==> src/hw/rtl/mtc_pkg.sv <==
`default_nettype none
package mtc_pkg;

	localparam int TICK_WIDTH_DEF = 32;

	localparam logic [29:0] NS_PER_SEC = 30'd1000000000;
	localparam logic [29:0] NS_MAX     = 30'd999999999;
	localparam logic [31:0] NS_TWO_SEC = 32'd2000000000;
	localparam logic [18:0] NS_RECIP   = 19'd281474;

	localparam logic [16:0] TICK_RATE_RST   = 17'd100;
	localparam logic [29:0] NS_PER_TICK_RST = 30'd10000000;
	localparam logic [7:0]  FAIL_LIMIT_RST  = 8'd6;

	localparam logic [1:0] FUNC_READ = 2'd0;
	localparam logic [1:0] FUNC_SYNC = 2'd1;
	localparam logic [1:0] FUNC_FAIL = 2'd2;

	localparam logic [1:0] REG_TICK_RATE   = 2'd0;
	localparam logic [1:0] REG_NS_PER_TICK = 2'd1;
	localparam logic [1:0] REG_FAIL_LIMIT  = 2'd2;

	typedef struct packed {
		logic [1:0]  func;
		logic [31:0] tick_now;
		logic [31:0] ref_seconds;
		logic [29:0] ref_nanoseconds;
	} in_word_t;

	typedef struct packed {
		logic        time_valid;
		logic [31:0] out_seconds;
		logic [29:0] out_nanoseconds;
	} out_word_t;

	typedef struct packed {
		logic capture;
		logic eval;
		logic rd_div_go;
		logic rd_mul;
		logic ns_load;
		logic sy_load;
		logic cd_est;
		logic cd_back;
		logic cd_fix;
		logic rd_upd;
		logic sy_mul1;
		logic sy_mul2;
		logic sy_upd;
		logic load_out;
	} ctrl_cmd_t;

	typedef struct packed {
		logic [1:0] func;
		logic       rd_hold;
		logic       sync_later;
		logic       div_done;
	} dp_status_t;

endpackage
`default_nettype wire

==> src/hw/rtl/mtc_div.sv <==
`default_nettype none
module mtc_div #(
	parameter int DIV_W = 48
) (
	input  wire logic             clk,
	input  wire logic             arst_n,
	input  wire logic             start,
	input  wire logic [DIV_W-1:0] dividend,
	input  wire logic [29:0]      divisor,
	output logic                  done,
	output logic      [DIV_W-1:0] quot,
	output logic      [29:0]      rem
);

	localparam int CNT_W = $clog2(DIV_W + 1);

	logic             busy_q;
	logic [CNT_W-1:0] cnt_q;
	logic [DIV_W-1:0] q_q;
	logic [29:0]      r_q;
	logic [29:0]      d_q;
	logic [30:0]      shifted;
	logic [30:0]      diff;
	logic             take;

	assign shifted = {r_q, q_q[DIV_W-1]};
	assign diff    = shifted - {1'b0, d_q};
	assign take    = shifted >= {1'b0, d_q};
	assign done    = busy_q && (cnt_q == CNT_W'(1));
	assign quot    = q_q;
	assign rem     = r_q;

	always_ff @(posedge clk or negedge arst_n) begin
		if (!arst_n) begin
			busy_q <= 1'b0;
			cnt_q  <= '0;
		end else if (start) begin
			busy_q <= 1'b1;
			cnt_q  <= CNT_W'(DIV_W);
		end else if (busy_q) begin
			cnt_q <= cnt_q - CNT_W'(1);
			if (cnt_q == CNT_W'(1)) begin
				busy_q <= 1'b0;
			end
		end
	end

	always_ff @(posedge clk) begin
		if (start) begin
			q_q <= dividend;
			r_q <= '0;
			d_q <= divisor;
		end else if (busy_q) begin
			q_q <= {q_q[DIV_W-2:0], take};
			r_q <= take ? diff[29:0] : shifted[29:0];
		end
	end

endmodule
`default_nettype wire

==> src/hw/rtl/mtc_dpath.sv <==
`default_nettype none
module mtc_dpath import mtc_pkg::*; #(
	parameter int TICK_WIDTH = TICK_WIDTH_DEF
) (
	input  wire logic        clk,
	input  wire logic        arst_n,
	input  wire in_word_t    in_word,
	input  wire logic        cfg_we,
	input  wire logic [1:0]  cfg_index,
	input  wire logic [29:0] cfg_data,
	input  wire ctrl_cmd_t   cmd,
	output dp_status_t       status,
	output out_word_t        out_word
);

	localparam int NW = (TICK_WIDTH > 32) ? TICK_WIDTH : 32;

	logic [16:0]           tick_rate_q;
	logic [29:0]           ns_per_tick_q;
	logic [7:0]            fail_limit_q;

	logic [31:0]           clock_s_q;
	logic [29:0]           clock_ns_q;
	logic [TICK_WIDTH-1:0] last_tick_q;
	logic [31:0]           skip_q;
	logic                  synced_q;
	logic [7:0]            fail_q;

	logic [1:0]            func_q;
	logic [TICK_WIDTH-1:0] now_q;
	logic [31:0]           rs_q;
	logic [29:0]           rns_q;

	logic [NW-1:0]         nticks_q;
	logic [31:0]           q1_q;
	logic [31:0]           dsec_q;
	logic [29:0]           dns_q;
	logic [61:0]           prod_q;
	logic [48:0]           p1_q;
	logic [47:0]           cx_q;
	logic [18:0]           cest_q;
	logic [31:0]           cr_q;
	logic [18:0]           cquot_q;
	logic [29:0]           crem_q;
	out_word_t             out_q;

	logic [16:0]           rate_eff;
	logic [TICK_WIDTH-1:0] nticks_raw;
	logic [NW-1:0]         nt_ext;
	logic [NW-1:0]         skip_ext;
	logic                  rd_hold;
	logic                  sync_later;
	logic                  borrow;
	logic [7:0]            fail_next;
	logic [31:0]           mul_a;
	logic [29:0]           mul_b;
	logic                  div_start;
	logic [NW-1:0]         div_dividend;
	logic [29:0]           div_divisor;
	logic                  div_done;
	logic [NW-1:0]         div_quot;
	logic [29:0]           div_rem;
	logic [49:0]           skip_sum;
	logic [30:0]           dns_wrap;
	logic [48:0]           est_prod;
	logic [31:0]           back_prod;
	logic [18:0]           fix_quot;
	logic [29:0]           fix_rem;

	assign rate_eff   = (tick_rate_q == '0) ? 17'd1 : tick_rate_q;
	assign nticks_raw = now_q - last_tick_q;
	assign nt_ext     = NW'(nticks_raw);
	assign skip_ext   = NW'(skip_q);
	assign rd_hold    = !synced_q || (now_q == last_tick_q) || (nt_ext < skip_ext);
	assign sync_later = (rs_q > clock_s_q) || ((rs_q == clock_s_q) && (rns_q >= clock_ns_q));
	assign borrow     = clock_ns_q < rns_q;
	assign dns_wrap   = 31'(clock_ns_q) + 31'(NS_PER_SEC) - 31'(rns_q);
	assign fail_next  = (fail_q == 8'hFF) ? fail_q : fail_q + 8'd1;

	always_comb begin
		mul_a = 32'(div_rem);
		mul_b = ns_per_tick_q;
		if (cmd.sy_mul1) begin
			mul_a = dsec_q;
			mul_b = 30'(rate_eff);
		end else if (cmd.sy_mul2) begin
			mul_a = 32'(dns_q);
			mul_b = 30'(rate_eff);
		end
	end

	assign div_dividend = nticks_q;
	assign div_divisor  = 30'(rate_eff);
	assign div_start    = cmd.rd_div_go;
	assign skip_sum     = 50'(p1_q) + 50'(cquot_q);

	assign est_prod  = 49'(cx_q[47:18]) * 49'(NS_RECIP);
	assign back_prod = 32'(cest_q) * 32'(NS_PER_SEC);

	always_comb begin
		if (cr_q >= NS_TWO_SEC) begin
			fix_quot = cest_q + 19'd2;
			fix_rem  = 30'(cr_q - NS_TWO_SEC);
		end else if (cr_q >= 32'(NS_PER_SEC)) begin
			fix_quot = cest_q + 19'd1;
			fix_rem  = 30'(cr_q - 32'(NS_PER_SEC));
		end else begin
			fix_quot = cest_q;
			fix_rem  = cr_q[29:0];
		end
	end

	mtc_div #(
		.DIV_W(NW)
	) u_div (
		.clk      (clk),
		.arst_n   (arst_n),
		.start    (div_start),
		.dividend (div_dividend),
		.divisor  (div_divisor),
		.done     (div_done),
		.quot     (div_quot),
		.rem      (div_rem)
	);

	always_ff @(posedge clk or negedge arst_n) begin
		if (!arst_n) begin
			tick_rate_q   <= TICK_RATE_RST;
			ns_per_tick_q <= NS_PER_TICK_RST;
			fail_limit_q  <= FAIL_LIMIT_RST;
		end else if (cfg_we) begin
			case (cfg_index)
				REG_TICK_RATE:   tick_rate_q   <= cfg_data[16:0];
				REG_NS_PER_TICK: ns_per_tick_q <= cfg_data;
				REG_FAIL_LIMIT:  fail_limit_q  <= cfg_data[7:0];
				default:         ;
			endcase
		end
	end

	always_ff @(posedge clk or negedge arst_n) begin
		if (!arst_n) begin
			clock_s_q   <= '0;
			clock_ns_q  <= '0;
			last_tick_q <= '0;
			skip_q      <= '0;
			synced_q    <= 1'b0;
			fail_q      <= '0;
		end else if (cmd.eval) begin
			case (func_q)
				FUNC_READ: begin
					if (!rd_hold) begin
						skip_q      <= '0;
						last_tick_q <= now_q;
					end
				end
				FUNC_SYNC: begin
					if (sync_later) begin
						clock_s_q  <= rs_q;
						clock_ns_q <= rns_q;
						skip_q     <= '0;
					end
					last_tick_q <= now_q;
					synced_q    <= 1'b1;
					fail_q      <= '0;
				end
				FUNC_FAIL: begin
					fail_q <= fail_next;
					if (fail_next >= fail_limit_q) begin
						synced_q <= 1'b0;
					end
				end
				default: ;
			endcase
		end else if (cmd.rd_upd) begin
			clock_ns_q <= crem_q;
			clock_s_q  <= clock_s_q + q1_q + 32'(cquot_q);
		end else if (cmd.sy_upd) begin
			skip_q <= (skip_sum > 50'h0_FFFF_FFFF) ? 32'hFFFF_FFFF : skip_sum[31:0];
		end
	end

	always_ff @(posedge clk) begin
		if (cmd.capture) begin
			func_q <= in_word.func;
			now_q  <= TICK_WIDTH'(in_word.tick_now);
			rs_q   <= in_word.ref_seconds;
			rns_q  <= (in_word.ref_nanoseconds >= NS_PER_SEC) ? NS_MAX : in_word.ref_nanoseconds;
		end
		if (cmd.eval) begin
			nticks_q <= nt_ext - skip_ext;
			dsec_q   <= clock_s_q - rs_q - 32'(borrow);
			dns_q    <= borrow ? dns_wrap[29:0] : clock_ns_q - rns_q;
		end
		if (cmd.rd_mul) begin
			q1_q <= div_quot[31:0];
		end
		if (cmd.rd_mul || cmd.sy_mul1 || cmd.sy_mul2) begin
			prod_q <= mul_a * mul_b;
		end
		if (cmd.sy_mul2) begin
			p1_q <= prod_q[48:0];
		end
		if (cmd.ns_load) begin
			cx_q <= prod_q[47:0] + 48'(clock_ns_q);
		end else if (cmd.sy_load) begin
			cx_q <= prod_q[47:0];
		end
		if (cmd.cd_est) begin
			cest_q <= est_prod[48:30];
		end
		if (cmd.cd_back) begin
			cr_q <= cx_q[31:0] - back_prod;
		end
		if (cmd.cd_fix) begin
			cquot_q <= fix_quot;
			crem_q  <= fix_rem;
		end
		if (cmd.load_out) begin
			out_q.time_valid      <= synced_q;
			out_q.out_seconds     <= synced_q ? clock_s_q : '0;
			out_q.out_nanoseconds <= synced_q ? clock_ns_q : '0;
		end
	end

	assign status.func       = func_q;
	assign status.rd_hold    = rd_hold;
	assign status.sync_later = sync_later;
	assign status.div_done   = div_done;
	assign out_word          = out_q;

endmodule
`default_nettype wire

==> src/hw/rtl/mtc_ctrl.sv <==
`default_nettype none
module mtc_ctrl import mtc_pkg::*; (
	input  wire logic       clk,
	input  wire logic       arst_n,
	input  wire logic       in_valid,
	output logic            in_ready,
	output logic            out_valid,
	input  wire logic       out_ready,
	input  wire dp_status_t status,
	output ctrl_cmd_t       cmd
);

	localparam logic [3:0] S_IDLE  = 4'd0;
	localparam logic [3:0] S_EVAL  = 4'd1;
	localparam logic [3:0] S_RDIV  = 4'd2;
	localparam logic [3:0] S_RWAIT = 4'd3;
	localparam logic [3:0] S_RMUL  = 4'd4;
	localparam logic [3:0] S_NLOAD = 4'd5;
	localparam logic [3:0] S_SMUL1 = 4'd6;
	localparam logic [3:0] S_SMUL2 = 4'd7;
	localparam logic [3:0] S_SLOAD = 4'd8;
	localparam logic [3:0] S_CEST  = 4'd9;
	localparam logic [3:0] S_CBACK = 4'd10;
	localparam logic [3:0] S_CFIX  = 4'd11;
	localparam logic [3:0] S_RUPD  = 4'd12;
	localparam logic [3:0] S_SUPD  = 4'd13;
	localparam logic [3:0] S_DONE  = 4'd14;

	logic [3:0] state_q;
	logic [3:0] state_d;
	logic       out_valid_q;
	logic       load;

	assign in_ready  = (state_q == S_IDLE);
	assign out_valid = out_valid_q;
	assign load      = (state_q == S_DONE) && (!out_valid_q || out_ready);

	always_comb begin
		state_d = state_q;
		case (state_q)
			S_IDLE:  if (in_valid) state_d = S_EVAL;
			S_EVAL: begin
				if (status.func == FUNC_READ && !status.rd_hold) begin
					state_d = S_RDIV;
				end else if (status.func == FUNC_SYNC && !status.sync_later) begin
					state_d = S_SMUL1;
				end else begin
					state_d = S_DONE;
				end
			end
			S_RDIV:  state_d = S_RWAIT;
			S_RWAIT: if (status.div_done) state_d = S_RMUL;
			S_RMUL:  state_d = S_NLOAD;
			S_NLOAD: state_d = S_CEST;
			S_SMUL1: state_d = S_SMUL2;
			S_SMUL2: state_d = S_SLOAD;
			S_SLOAD: state_d = S_CEST;
			S_CEST:  state_d = S_CBACK;
			S_CBACK: state_d = S_CFIX;
			S_CFIX:  state_d = (status.func == FUNC_READ) ? S_RUPD : S_SUPD;
			S_RUPD:  state_d = S_DONE;
			S_SUPD:  state_d = S_DONE;
			S_DONE:  if (load) state_d = S_IDLE;
			default: state_d = S_IDLE;
		endcase
	end

	always_comb begin
		cmd           = '0;
		cmd.capture   = (state_q == S_IDLE) && in_valid;
		cmd.eval      = (state_q == S_EVAL);
		cmd.rd_div_go = (state_q == S_RDIV);
		cmd.rd_mul    = (state_q == S_RMUL);
		cmd.ns_load   = (state_q == S_NLOAD);
		cmd.sy_load   = (state_q == S_SLOAD);
		cmd.cd_est    = (state_q == S_CEST);
		cmd.cd_back   = (state_q == S_CBACK);
		cmd.cd_fix    = (state_q == S_CFIX);
		cmd.rd_upd    = (state_q == S_RUPD);
		cmd.sy_mul1   = (state_q == S_SMUL1);
		cmd.sy_mul2   = (state_q == S_SMUL2);
		cmd.sy_upd    = (state_q == S_SUPD);
		cmd.load_out  = load;
	end

	always_ff @(posedge clk or negedge arst_n) begin
		if (!arst_n) begin
			state_q     <= S_IDLE;
			out_valid_q <= 1'b0;
		end else begin
			state_q <= state_d;
			if (load) begin
				out_valid_q <= 1'b1;
			end else if (out_ready) begin
				out_valid_q <= 1'b0;
			end
		end
	end

endmodule
`default_nettype wire

==> src/hw/rtl/monotonic_tick_time_of_day_clock.sv <==
// One word in, one word out, one word in flight at a time. A read that advances the clock
// divides by the tick rate one quotient bit per cycle, NW = max(TICK_WIDTH, 32) bits in all;
// the split by one second takes three steps. A sync behind the clock also goes through the
// split; any other word goes straight to its result. The next word can be accepted in the
// cycle after the result is loaded, while the result waits in its register.
// Reset (arst_n low) clears time, tick, skip, sync status and fail count, and restores
// the configuration registers to their defaults.
`default_nettype none
module monotonic_tick_time_of_day_clock import mtc_pkg::*; #(
	parameter int TICK_WIDTH = TICK_WIDTH_DEF
) (
	input  wire logic        clk,
	input  wire logic        arst_n,
	input  wire logic        in_valid,
	output logic             in_ready,
	input  wire in_word_t    in_word,
	output logic             out_valid,
	input  wire logic        out_ready,
	output out_word_t        out_word,
	input  wire logic        cfg_valid,
	output logic             cfg_ready,
	input  wire logic [1:0]  cfg_index,
	input  wire logic [29:0] cfg_data
);

	ctrl_cmd_t  cmd;
	dp_status_t status;

	assign cfg_ready = 1'b1;

	mtc_ctrl u_ctrl (
		.clk       (clk),
		.arst_n    (arst_n),
		.in_valid  (in_valid),
		.in_ready  (in_ready),
		.out_valid (out_valid),
		.out_ready (out_ready),
		.status    (status),
		.cmd       (cmd)
	);

	mtc_dpath #(
		.TICK_WIDTH(TICK_WIDTH)
	) u_dpath (
		.clk       (clk),
		.arst_n    (arst_n),
		.in_word   (in_word),
		.cfg_we    (cfg_valid & cfg_ready),
		.cfg_index (cfg_index),
		.cfg_data  (cfg_data),
		.cmd       (cmd),
		.status    (status),
		.out_word  (out_word)
	);

endmodule
`default_nettype wire

==> config.mk <==
export PLATFORM = sky130hd
export DESIGN_NAME = monotonic_tick_time_of_day_clock
export DESIGN_NICKNAME = d
export VERILOG_FILES = /design/src/hw/rtl/mtc_pkg.sv /design/src/hw/rtl/mtc_div.sv /design/src/hw/rtl/mtc_dpath.sv /design/src/hw/rtl/mtc_ctrl.sv /design/src/hw/rtl/monotonic_tick_time_of_day_clock.sv
export SDC_FILE = /design/constraint.sdc
export NUM_CORES = 2
export LEC_CHECK = 0
export BUFFER_PORTS_ARGS = -buffer_cell sky130_fd_sc_hd__buf_2
export CORE_ASPECT_RATIO = 1.4
export CORE_UTILIZATION = 65
export CTS_BUF_LIST = sky130_fd_sc_hd__clkbuf_8 sky130_fd_sc_hd__clkbuf_16
export CTS_CLUSTER_DIAMETER = 150
export CTS_CLUSTER_SIZE = 24
export DETAILED_ROUTE_END_ITERATION = 7
export PLACE_DENSITY_LB_ADDON = 0.3
export SYNTH_ARGS = -nofsm -noshare
export SYNTH_HDL_FRONTEND = slang
export SYNTH_HIERARCHICAL = 1
export SYNTH_SLANG_ARGS = --single-unit
==> constraint.sdc <==
create_clock -name clk -period 17.4 [get_ports clk]
set_input_delay 0.87 -clock clk [delete_from_list [all_inputs] [get_ports clk]]
set_output_delay 0.87 -clock clk [all_outputs]
set_load 0.01 [all_outputs]
==> metrics.cfg <==
[run_status]
status=completed

[timing]
slew_headroom_pct=2.20
clock_skew_ns=0.0667
period_share_pct=65.1
drv_slew=0
rsz0062_at_grt=no
max_freq_mhz=88.3
finalSetupViolCount=0
tns_ns=0
period_minus_slack_ns=11.32
worstMarginPinSlew_ns=1.45
hold_viol=0

[logic_synthesis]
synth_edf_count=593
syn_avg_cell_area_sq_um=9.99
synth_warnings=6
ys_ff_latch=825
synth_ff_type=edfxtp_1
async_flop_share_pct=24.5
synth_top_cell_by_area=fa_1
yosysMostFrequentCell=inv_1
yosysSeqAreaShare_pct=27.3
netlist_area_sq_um=86000
synth_top_area_share_pct=24.0
ys_top_cells_by_count=inv_1 (1500), fa_1 (1030), nor2_1 (893), ha_1 (844), nand2_1 (632)
synthCells=8608
yosys-top-cells-area=fa_1 (24%), edfxtp_1 (21%), ha_1 (12%), inv_1 (6.5%), dfrtp_1 (5.5%)
ys_types=106

[die]
num_rows=157
die_y_um=432
io_pins=199
start_util_pct=65.6
fp.coreArea_sq_um=131000
die_w_um=309
die_area_sq_um=134000

[layout]
area_delta_synth_final_pct=4.97
drive_above_1_share_pct=7.31
nets=10700

[worst_setup_path]
critPathKind=reg2reg
slowest_stage=buf_4
worstSetupEndpointType=flip-flop
crit_family=adder cells
arrival_ns=11.77
worstRegToRegCells=32
crit_top_cell=fa_1
path_buf_inv=7
cp.depth=32
cp-start-kind=flip-flop
critPathMaxStageDelay_ns=0.86
required_ns=17.85
cp_max_fo=61

[placed_design]
hpwlAfterDp_mm=223
place_congestion=1.03
numPortBuffers=197

[global_routing]
grt-ovfl-total=0
grt_start_max_net_pins=94
grt_pass1_vias=68000
gr-usage-all-layers_pct=42.3
antenna_found_initial=24
grt_pass1_wl_mm=412

[route]
vias=64800
drtAntennaViolNets=0
dr.first_iter.drc_count=5598
finalWirelength_mm=276
wl_per_cell_um=26.3
vias_per_cell=6.19
detail_route.first_pass.iterations=6
drc_errors=0

[cts]
clock_path_buffers=3
cts_buffers=40
path_clk_slew_ns=0.11
cts_max_level=2
hold_buffers=0
cts_tree=built
postCtsSetupBuffers=0
insertion_delay_ns=0.72
cts_resized=0
root_buffer=clkbuf_16
cts.sinks=825

[worst_hold_path]
min_path_type=in2async

[job]
maxCapViolations=0

==> stage by stage <==
step	setup slack, ns	instance area (sq um)	hold slack, ns	std cells	utilization, %
final	6.08	90300	0.237	10500	68.9
after global routing	5.78	90300	0.293	10500	68.9
after CTS	6.18	90200	0.250	10500	68.9
after detailed placement	6.24	89000	0.405	10400	68.0
after global placement	6.38	89000	0.405	10400	68.0
after floorplan	5.29	86100	0.400	8621	-
==> cell families (layout without fill, tap and decap cells) <==
family,Yosys count,after routing,share of synthesized area (%)
other cells,2,32,0.00873
buf+inv,1788,1876,7.91
mux,246,246,3.23
flops,825,825,27.3
xor+xnor,431,431,4.39
fa+ha+maj,1874,1874,36.3
simple gates,2198,2198,11.5
compound gates,1244,1244,9.46
==> cells in the final DEF, fill, tap and decap left out, types with 33 or more instances in the layout <==
| master | synthesis | final |
|---|---|---|
| nand2b_1 | 75 | 75 |
| buf_2 | 10 | 196 |
| nor3_1 | 82 | 79 |
| o21ai_0 | 208 | 203 |
| o21ai_1 | 45 | 43 |
| o21a_1 | 87 | 86 |
| a21oi_1 | 357 | 355 |
| and3_1 | 37 | 37 |
| buf_4 | 7 | 105 |
| mux2i_1 | 86 | 77 |
| ha_1 | 844 | 844 |
| fa_1 | 1030 | 1030 |
| nor2_1 | 893 | 888 |
| o21bai_1 | 53 | 53 |
| nor2b_1 | 62 | 62 |
| clkbuf_16 | 0 | 40 |
| nand3_1 | 122 | 122 |
| o2bb2ai_1 | 33 | 33 |
| inv_1 | 1500 | 1528 |
| a21o_1 | 119 | 119 |
| and2_1 | 96 | 95 |
| a211oi_1 | 35 | 35 |
| mux2_2 | 128 | 128 |
| xor2_1 | 136 | 136 |
| nand4_1 | 56 | 56 |
| a31oi_1 | 47 | 47 |
| nand2_1 | 632 | 632 |
| dfrtp_1 | 189 | 188 |
| xnor2_1 | 295 | 295 |
| edfxtp_1 | 593 | 593 |
==> registers in the layout (all words and copies together) (netlist names), 17 cells and up <==
name and count:
u_dpath/p1_q 49, u_dpath/skip_ext 32, u_dpath/tick_rate_q 17, u_dpath/prod_q 49
u_dpath/rs_q 32, u_dpath/u_div/rem 30, u_dpath/div_dividend 32, u_dpath/dsec_q 32
u_dpath/clock_ns_q 30, u_dpath/now_q 32, u_dpath/out_word 63, u_dpath/dns_q 30
u_dpath/cquot_q 19, u_dpath/u_div/d_q 30, u_dpath/crem_q 30, u_dpath/cx_q 48
u_dpath/ns_per_tick_q 30, u_dpath/rns_q 30, u_dpath/q1_q 32, u_dpath/u_div/quot 32
u_dpath/last_tick_q 32, u_dpath/cr_q 32, u_dpath/clock_s_q 32, u_dpath/cest_q 19
==> worst reg2reg max path: cells and delay by family, from the launching register on <==
family                   cells  cell delay (ns)
AO/OA/AOI/OAI               11             3.02
XOR/XNOR                     1             0.10
adder cells (fa/ha/maj)      9             4.39
buffers and inverters        7             1.31
flip-flops                   1             0.64
multiplexers                 1             0.25
AND/OR/NAND/NOR              3             1.38
==> worst paths after layout <==
kind | start | endpoint | slack, ns
worst max-delay path | u_ctrl/state_q[2] | u_dpath/prod_q[48] | 6.08
worst min-delay path | arst_n | u_dpath/clock_ns_q[0] | 0.24
worst max register to register | u_ctrl/state_q[2] | u_dpath/prod_q[48] | 6.08
worst min register to register | u_dpath/cx_q[8] | u_dpath/cr_q[8] | 0.43
max in group asynchronous | arst_n | u_dpath/skip_ext[31] | 14.99
min in group clk | in_word[92] | u_dpath/now_q[30] | 0.32
==> final cells by class <==
cell class	count	area, sq um
antenna	17	42.5
sequential	825	23500
clock inverter	33	181
clock buffer	41	1010
inverter	1500	5630
timing repair buffer	302	1780
tap	1749	2190
multi-input combinational	6008	56000
fill	10100	40700
==> metal layers <==
layer | global-route usage [%] | vias up | wire, um
met2 | 69.9 | 3234 | 131000
met3 | 8.96 | 1287 | 22700
li1 | - | 28200 | -
met4 | 39.4 | 16 | 32300
met1 | 44.8 | 32100 | 89200
met5 | 0 | - | 102
Power is not shown: default switching activity piles up to over one toggle a cycle in this logic, so the estimate is an artifact.
